--- src/hdl/cau_pkg.sv ---
// Package: shared types, codes and saturation helpers for the complex ALU.
`timescale 1ns / 1ps
package cau_pkg;

    localparam int FRAC_BITS_DEF = 8;
    // Quotient bits kept by the divider chain; anything larger saturates.
    localparam int QUOT_BITS = 17;

    typedef enum logic [2:0] {
        ACT_ADD = 3'd0,
        ACT_SUB = 3'd1,
        ACT_MUL = 3'd2,
        ACT_DIV = 3'd3,
        ACT_NEG = 3'd4
    } action_t;

    typedef struct packed {
        logic [2:0]          action;
        logic signed [15:0]  a_re;
        logic signed [15:0]  a_im;
        logic signed [15:0]  b_re;
        logic signed [15:0]  b_im;
    } in_word_t;

    typedef struct packed {
        logic signed [15:0]  res_re;
        logic signed [15:0]  res_im;
        logic                overflow;
        logic                div_zero;
    } out_word_t;

    // Per-item control riding alongside the divider chain.
    typedef struct packed {
        logic                is_div;
        logic                dz;
        logic                neg_re;
        logic                neg_im;
        logic                big_re;
        logic                big_im;
        logic signed [15:0]  res_re;
        logic signed [15:0]  res_im;
        logic                ovf;
    } side_t;

    function automatic logic signed [15:0] sat_val(input logic signed [33:0] v);
        logic signed [15:0] r;
        if (v > 34'sd32767)
            r = 16'sh7fff;
        else if (v < -34'sd32768)
            r = 16'sh8000;
        else
            r = v[15:0];
        return r;
    endfunction

    function automatic logic sat_ovf(input logic signed [33:0] v);
        return (v > 34'sd32767) || (v < -34'sd32768);
    endfunction

endpackage

--- src/hdl/cau_div_cell.sv ---
// Divider cell: one restoring-division quotient bit for both result parts.
`timescale 1ns / 1ps
module cau_div_cell
    import cau_pkg::*;
#(
    parameter int XW  = 42,
    parameter int DW  = 33,
    parameter int CW  = 51,
    parameter int BIT = 0
)
(
    input  logic                 clk,
    input  logic                 rst_n,
    input  logic                 en,
    input  logic                 valid_in,
    input  logic [XW-1:0]        rem_re_in,
    input  logic [XW-1:0]        rem_im_in,
    input  logic [QUOT_BITS-1:0] q_re_in,
    input  logic [QUOT_BITS-1:0] q_im_in,
    input  logic [DW-1:0]        den_in,
    input  side_t                side_in,
    output logic                 valid_out,
    output logic [XW-1:0]        rem_re_out,
    output logic [XW-1:0]        rem_im_out,
    output logic [QUOT_BITS-1:0] q_re_out,
    output logic [QUOT_BITS-1:0] q_im_out,
    output logic [DW-1:0]        den_out,
    output side_t                side_out
);

    logic [CW-1:0]        sub_ext;
    logic [CW-1:0]        re_ext;
    logic [CW-1:0]        im_ext;
    logic [CW-1:0]        re_diff;
    logic [CW-1:0]        im_diff;
    logic                 re_take;
    logic                 im_take;
    logic [XW-1:0]        rem_re_next;
    logic [XW-1:0]        rem_im_next;
    logic [QUOT_BITS-1:0] q_re_next;
    logic [QUOT_BITS-1:0] q_im_next;
    logic                 valid_reg;
    logic [XW-1:0]        rem_re_reg;
    logic [XW-1:0]        rem_im_reg;
    logic [QUOT_BITS-1:0] q_re_reg;
    logic [QUOT_BITS-1:0] q_im_reg;
    logic [DW-1:0]        den_reg;
    side_t                side_reg;

    always_comb
    begin
        sub_ext = CW'(den_in) << BIT;
        re_ext  = CW'(rem_re_in);
        im_ext  = CW'(rem_im_in);
        re_diff = re_ext - sub_ext;
        im_diff = im_ext - sub_ext;
        re_take = re_ext >= sub_ext;
        im_take = im_ext >= sub_ext;
        rem_re_next = re_take ? re_diff[XW-1:0] : rem_re_in;
        rem_im_next = im_take ? im_diff[XW-1:0] : rem_im_in;
        q_re_next = q_re_in;
        q_im_next = q_im_in;
        q_re_next[BIT] = re_take;
        q_im_next[BIT] = im_take;
    end

    always_ff @(posedge clk or negedge rst_n)
    begin
        if (!rst_n)
            valid_reg <= 1'b0;
        else if (en)
            valid_reg <= valid_in;
    end

    always_ff @(posedge clk)
    begin
        if (en)
        begin
            rem_re_reg <= rem_re_next;
            rem_im_reg <= rem_im_next;
            q_re_reg   <= q_re_next;
            q_im_reg   <= q_im_next;
            den_reg    <= den_in;
            side_reg   <= side_in;
        end
    end

    assign valid_out  = valid_reg;
    assign rem_re_out = rem_re_reg;
    assign rem_im_out = rem_im_reg;
    assign q_re_out   = q_re_reg;
    assign q_im_out   = q_im_reg;
    assign den_out    = den_reg;
    assign side_out   = side_reg;

endmodule

--- config.mk ---
export PLATFORM = sky130hd
export DESIGN_NAME = cau_div_cell
export DESIGN_NICKNAME = d
export VERILOG_FILES = /design/src/hdl/cau_pkg.sv /design/src/hdl/cau_div_cell.sv
export SDC_FILE = /design/constraint.sdc
export NUM_CORES = 1
export LEC_CHECK = 0
export BUFFER_PORTS_ARGS = -buffer_cell sky130_fd_sc_hd__buf_2
export CAP_MARGIN = 20
export CORE_MARGIN = 2
export CORE_UTILIZATION = 45
export CTS_CLUSTER_DIAMETER = 40
export DETAILED_ROUTE_END_ITERATION = 12
export GPL_TIMING_DRIVEN = 0
export PLACE_DENSITY = 0.73
export SLEW_MARGIN = 20
export SYNTH_ARGS = -nofsm -noshare
export SYNTH_HDL_FRONTEND = slang
export SYNTH_SLANG_ARGS = --single-unit
--- constraint.sdc ---
create_clock -name clk -period 0.9 [get_ports clk]
set_input_delay 0.09 -clock clk [delete_from_list [all_inputs] [get_ports clk]]
set_output_delay 0.09 -clock clk [all_outputs]
set_load 0.01 [all_outputs]
* Word level (Yosys, flattened, before mapping)
Index checks and enable logic that the tools add are counted.
Storage, ports and cells: bits in registers 191, latch bits 0, bits in writable memories 0, memory bits (read-only) 0, input bits 194, output and inout bits 191, logic and storage cells 21, memories kept 0
Cells by class: $add $sub $neg 2, multiply operators 0, div/mod/pow operators 0, order comparisons 2, equal/unequal tests 0, shift operators 0, muxes and demuxes 2, bitwise logic cells 0, reductions and logical operators 0
Operators with widths (count):
- $ge A42 B33 Y1 | 2
- $mux W42 | 2
- $sub A42 B33 Y42 | 2

* Depth between registers and ports, before layout
depth after elaboration 2, gate-level depth with buffers 14, gate-level depth less buffers 12

* Worst setup path after synthesis
OpenSTA, ideal clock, no wires.
path kind in2reg, start point input den_in[25], end point register rem_re_reg[13] (netlist: rem_re_out[13]) (data pin), library setup time 0.260 ns, data arrival time 2.607 ns, slack -1.967 ns, cell stages on the path 12, cells stage by stage inv_1 > ha_1 > clkbuf_1 > and3_1 > nand4_1 > or4_1 > or4_1 > and3_1 > buf_6 > nand2_2 > buf_4 > mux2_2
Between the ends: cells in the longest elaborated chain, start to end 2
RTL lines:
- start: declaration | RTL line cau_div_cell.sv:20 | input logic [DW-1:0] den_in,
- $ge A42 B33 Y1 | RTL line cau_div_cell.sv:57 | re_take = re_ext >= sub_ext;
- $mux W42 | RTL line cau_div_cell.sv:59 | rem_re_next = re_take ? re_diff[XW-1:0] : rem_re_in;
- net rem_re_next[13] | RTL line cau_div_cell.sv:38 | logic [XW-1:0] rem_re_next;
- end signal: assignment | RTL line cau_div_cell.sv:79 | rem_re_reg <= rem_re_next;
- end: declaration | RTL line cau_div_cell.sv:43 | logic [XW-1:0] rem_re_reg;
The timed path passes the listed nets, and every way through them passes these cells. A chain may end at the register's enable or synchronous reset.

* Final worst setup path
start point input rem_im_in[0], end point register rem_im_reg[14] (netlist: rem_im_out[14]) (data pin)
Between the ends: cells in the longest elaborated chain, start to end 2
RTL lines:
- start: declaration | RTL line cau_div_cell.sv:17 | input logic [XW-1:0] rem_im_in,
- $sub A42 B33 Y42 / $ge A42 B33 Y1 (equally long branches) | RTL line cau_div_cell.sv:56, cau_div_cell.sv:58
- $mux W42 * | RTL line cau_div_cell.sv:60 | rem_im_next = im_take ? im_diff[XW-1:0] : rem_im_in;
- net rem_im_next[14] | RTL line cau_div_cell.sv:39 | logic [XW-1:0] rem_im_next;
- end signal: assignment | RTL line cau_div_cell.sv:80 | rem_im_reg <= rem_im_next;
- end: declaration | RTL line cau_div_cell.sv:44 | logic [XW-1:0] rem_im_reg;
Mark *: on every way through the listed nets, which the timed path passes. The rest lies on a longest branch.

==> metrics <==
outcome=finished, violations left; violated checks=hold timing, setup timing; global route total overflow=0; Synth Warn #=0; Die Wd=~160 um; DP Worst Slack=-2480 ps; count of different cell masters after synthesis=68; Post-synth top flop=edfxtp_1; #FFs+latches synth=191; slew at the pin closest to its max-slew limit=roughly 760 ps; Hold WS=-2.42 ps; slew margin rel.=between 40% and 50%; Starting DRT DRC Count=around 1100; Critical Path End Type=flop; antenna violations before repair=7; Syn Nets=1265; Leak=roughly 7.4 nW; Finished Cell Area=17400 um2; RSZ-0062 raised after global routing=true; Gate power share=30.1%; Seq/Total Area, Yosys=52.3%; crit path max fanout=6; ranking of synthesized cells by area=edfxtp_1, ha_1, a21oi_1; Net Sw Frac=31.7%; crit path launch type=primary input; Max Fclk=between 400 and 500 MHz; Final WS setup=-1580 ps; Critical Path RT=around 1100 ps; Final Hold Vio Count=2; filler cell count=around 1700; max cap viols=0; via/cell ratio=5.71; HPWL after DPL=26.8 mm; Arrival @ worst endpoint=2670 ps; CP max stage delay=440 ps; Root Buffer=clkbuf_16; chip height=160 um; CP Cell Sequence=buf_12 > inv_12 > ha_4 > inv_2 > fa_2 > a21oi_2 > nor2_1 > o311a_1 > o21ai_2 > a31oi_4 > a311o_2 > buf_8 > mux2_4; DRT Pass-1 Iters=5; Tmin final=roughly 2500 ps; first-pass GRT wire length=60.6 mm; WS Path Type=in -> reg; Clock Sinks=around 190; vias=11037; clock latency on the worst-skew pair=430 ps; worst vdd ir=0.940 mV; placed inst area=13600 um2; clock skew=0 ps; total CTS buffers=17; final WL=~42 mm; Starting Density=45.5%; power density cells=between 1500 and 2000 nW/um2; CP delay by family, top=compound AO/OA/AOI/OAI gates; Max H-tree Level=4; Hold Path Class=in -> reg; row cnt=57; FFs w/ async S/R, synth=0.524%; Final GP Congestion=0.931; crit path buf inv count=4; layout cells sized above 1=42.8%; die area=25600 um2; CP max-delay cell=a311o_2; number of remaining DRC errors=0; Antenna Violating Nets Remaining=0; pin count of the biggest net entering global routing=between 80 and 90; Buffers on Ports=381; final setup violation count=277; synthesized instance count=1003; Yosys top cell area share=52.0%; switching power=0.00864 W; Register Area=5730 um2; Slew Viols, Final=0; Avg Inst Size Synth=roughly 11 um2; Ports=roughly 390; Internal Power=0.0186 W; Final nets=1856; vias in the first global route=10880; Max clock buf depth=2; WL/cell=around 22 um; Multi-input gate area=around 5900 um2; Final period util=276%; Area Overhead vs Synth=58.7%; EDFF count, synth=190; CTS tree=yes; overall routing resource usage=30.4%; Synth area leader=edfxtp_1; setup total negative slack=-151900 ps; CORE AREA=24100 um2; sequential power share=between 40% and 50%; CTS clk-pin slew, worst paths=80 ps; clock share of power=28.6%; Cell Area, Synth=11000 um2
==> flip-flops by register name (all words and copies together), names as in the netlist <==
name and cells:
den_out 33, q_re_out 17, q_im_out 17, side_out 39, valid_out 1, rem_im_out 42
rem_re_out 42
==> per-layer routing <==
metal | track usage, % | up-vias | routed length, um
li1 | - | 4966 | -
met1 | 37.4 | 5289 | 15800
met2 | 51.8 | 643 | 20500
met3 | 7.56 | 131 | 3900
met4 | 11.9 | 8 | 1600
met5 | 0 | - | 45
==> cell families after synthesis <==
kind of cell	after synthesis	share of synthesized area (%)
buf+inv	103	3.71
fa+ha+maj	68	7.90
xor+xnor	74	5.91
compound gates	291	16.8
mux	21	2.12
simple gates	255	11.3
flops	191	52.3
==> synthesized netlist by cell type, drive strengths merged (3+ instances only) <==
cell	n
edfxtp	190
a21oi	115
nor2	88
ha	66
inv	64
xnor2	54
nand2	51
o21ai	36
a21o	35
clkbuf	28
nand3	24
a31oi	20
xor2	20
o21bai	19
mux2	18
nand4	18
and3	13
a211oi	11
buf	11
nor3	11
nor4	10
o211ai	9
or3	7
nand2b	6
or4	6
a211o	5
nor2b	5
o2111ai	5
o21a	5
and2	4
nand4b	4
a221o	3
mux2i	3
or2	3
==> stage by stage <==
stage | total power [W] | cells | utilization, %
final | 0.0273 | 1934 | 72.2
after global routing | 0.0283 | 1933 | 72.2
after CTS | 0.0263 | 1913 | 68.3
after detailed placement | 0.0176 | 1709 | 56.4
after global placement | 0.0176 | 1708 | 56.3
after floorplan | 0.0151 | 1003 | -
==> worst reg2reg max path: cells and delay by family, from the launching register on <==
| family | cells | cell delay, ps |
|---|---|---|
| mux | 1 | 260 |
| buf+inv | 1 | 120 |
| flops | 1 | 400 |
==> cell usage in the layout (no fill, tap or decap), types with 8 or more instances in the layout <==
cell,n
o21bai_1,15
edfxtp_1,190
clkbuf_16,20
xnor2_1,51
xor2_1,19
buf_6,32
a21oi_2,33
nor2_2,11
inv_1,44
o21ai_2,8
ha_1,37
nor3_1,10
a21oi_1,75
mux2_4,11
ha_4,26
buf_2,362
a21o_1,35
a31oi_1,15
nor2_1,71
o21ai_0,24
o211ai_1,9
nand2_1,46
dlygate4sd3_1,145
buf_4,42
buf_12,11
nand3_1,19
nand4_1,18
and3_1,9
inv_2,9
==> path summary, 6_finish.rpt <==
| kind | from | slack (ps) | endpoint | depth (start not counted) |
|---|---|---|---|---|
| worst max register to register | valid_out$_DFFE_PN0P_ | 10 | valid_out$_DFFE_PN0P_ | 2 |
| worst max-delay path | rem_im_in[0] | -1580 | rem_im_out[14]$_DFFE_PP_ | 13 |
| max in group asynchronous | rst_n | 240 | valid_out$_DFFE_PN0P_ | 3 |
| worst min register to register | valid_out$_DFFE_PN0P_ | 640 | valid_out$_DFFE_PN0P_ | 2 |
| min in group asynchronous | rst_n | 540 | valid_out$_DFFE_PN0P_ | 3 |
| worst min-delay path | rem_im_in[17] | -2 | rem_im_out[17]$_DFFE_PP_ | 3 |
==> final cells by class <==
cell class / instances / area share (%)
antenna: 3 / 0.0431
clock buffer: 18 / 2.47
buffer: 19 / 1.26
clock inverter: 14 / 0.906
timing repair buffer: 591 / 24.4
sequential: 191 / 32.9
tap: 324 / 2.33
multi-input combinational: 710 / 34.1
inverter: 64 / 1.66
==> power by group through the flow <==
stage               Clock [W]  Combinational, W  Sequential [W]
floorplan                   0           0.00312          0.0120
global placement            0           0.00614          0.0114
detailed placement          0           0.00622          0.0114
CTS                   0.00785           0.00719          0.0112
global route          0.00819           0.00876          0.0114
finish                0.00780           0.00821          0.0113
==> what timing repair did <==
item	4_1_cts	5_1_grt
setup endpoints to repair	384	278
pin swaps	25	53
setup buffers	35	27
hold buffers	142	3
endpoints found under the hold margin	141	3
gates cloned	6	2
resized for setup	117	187
(Power assumes the default switching activity.)
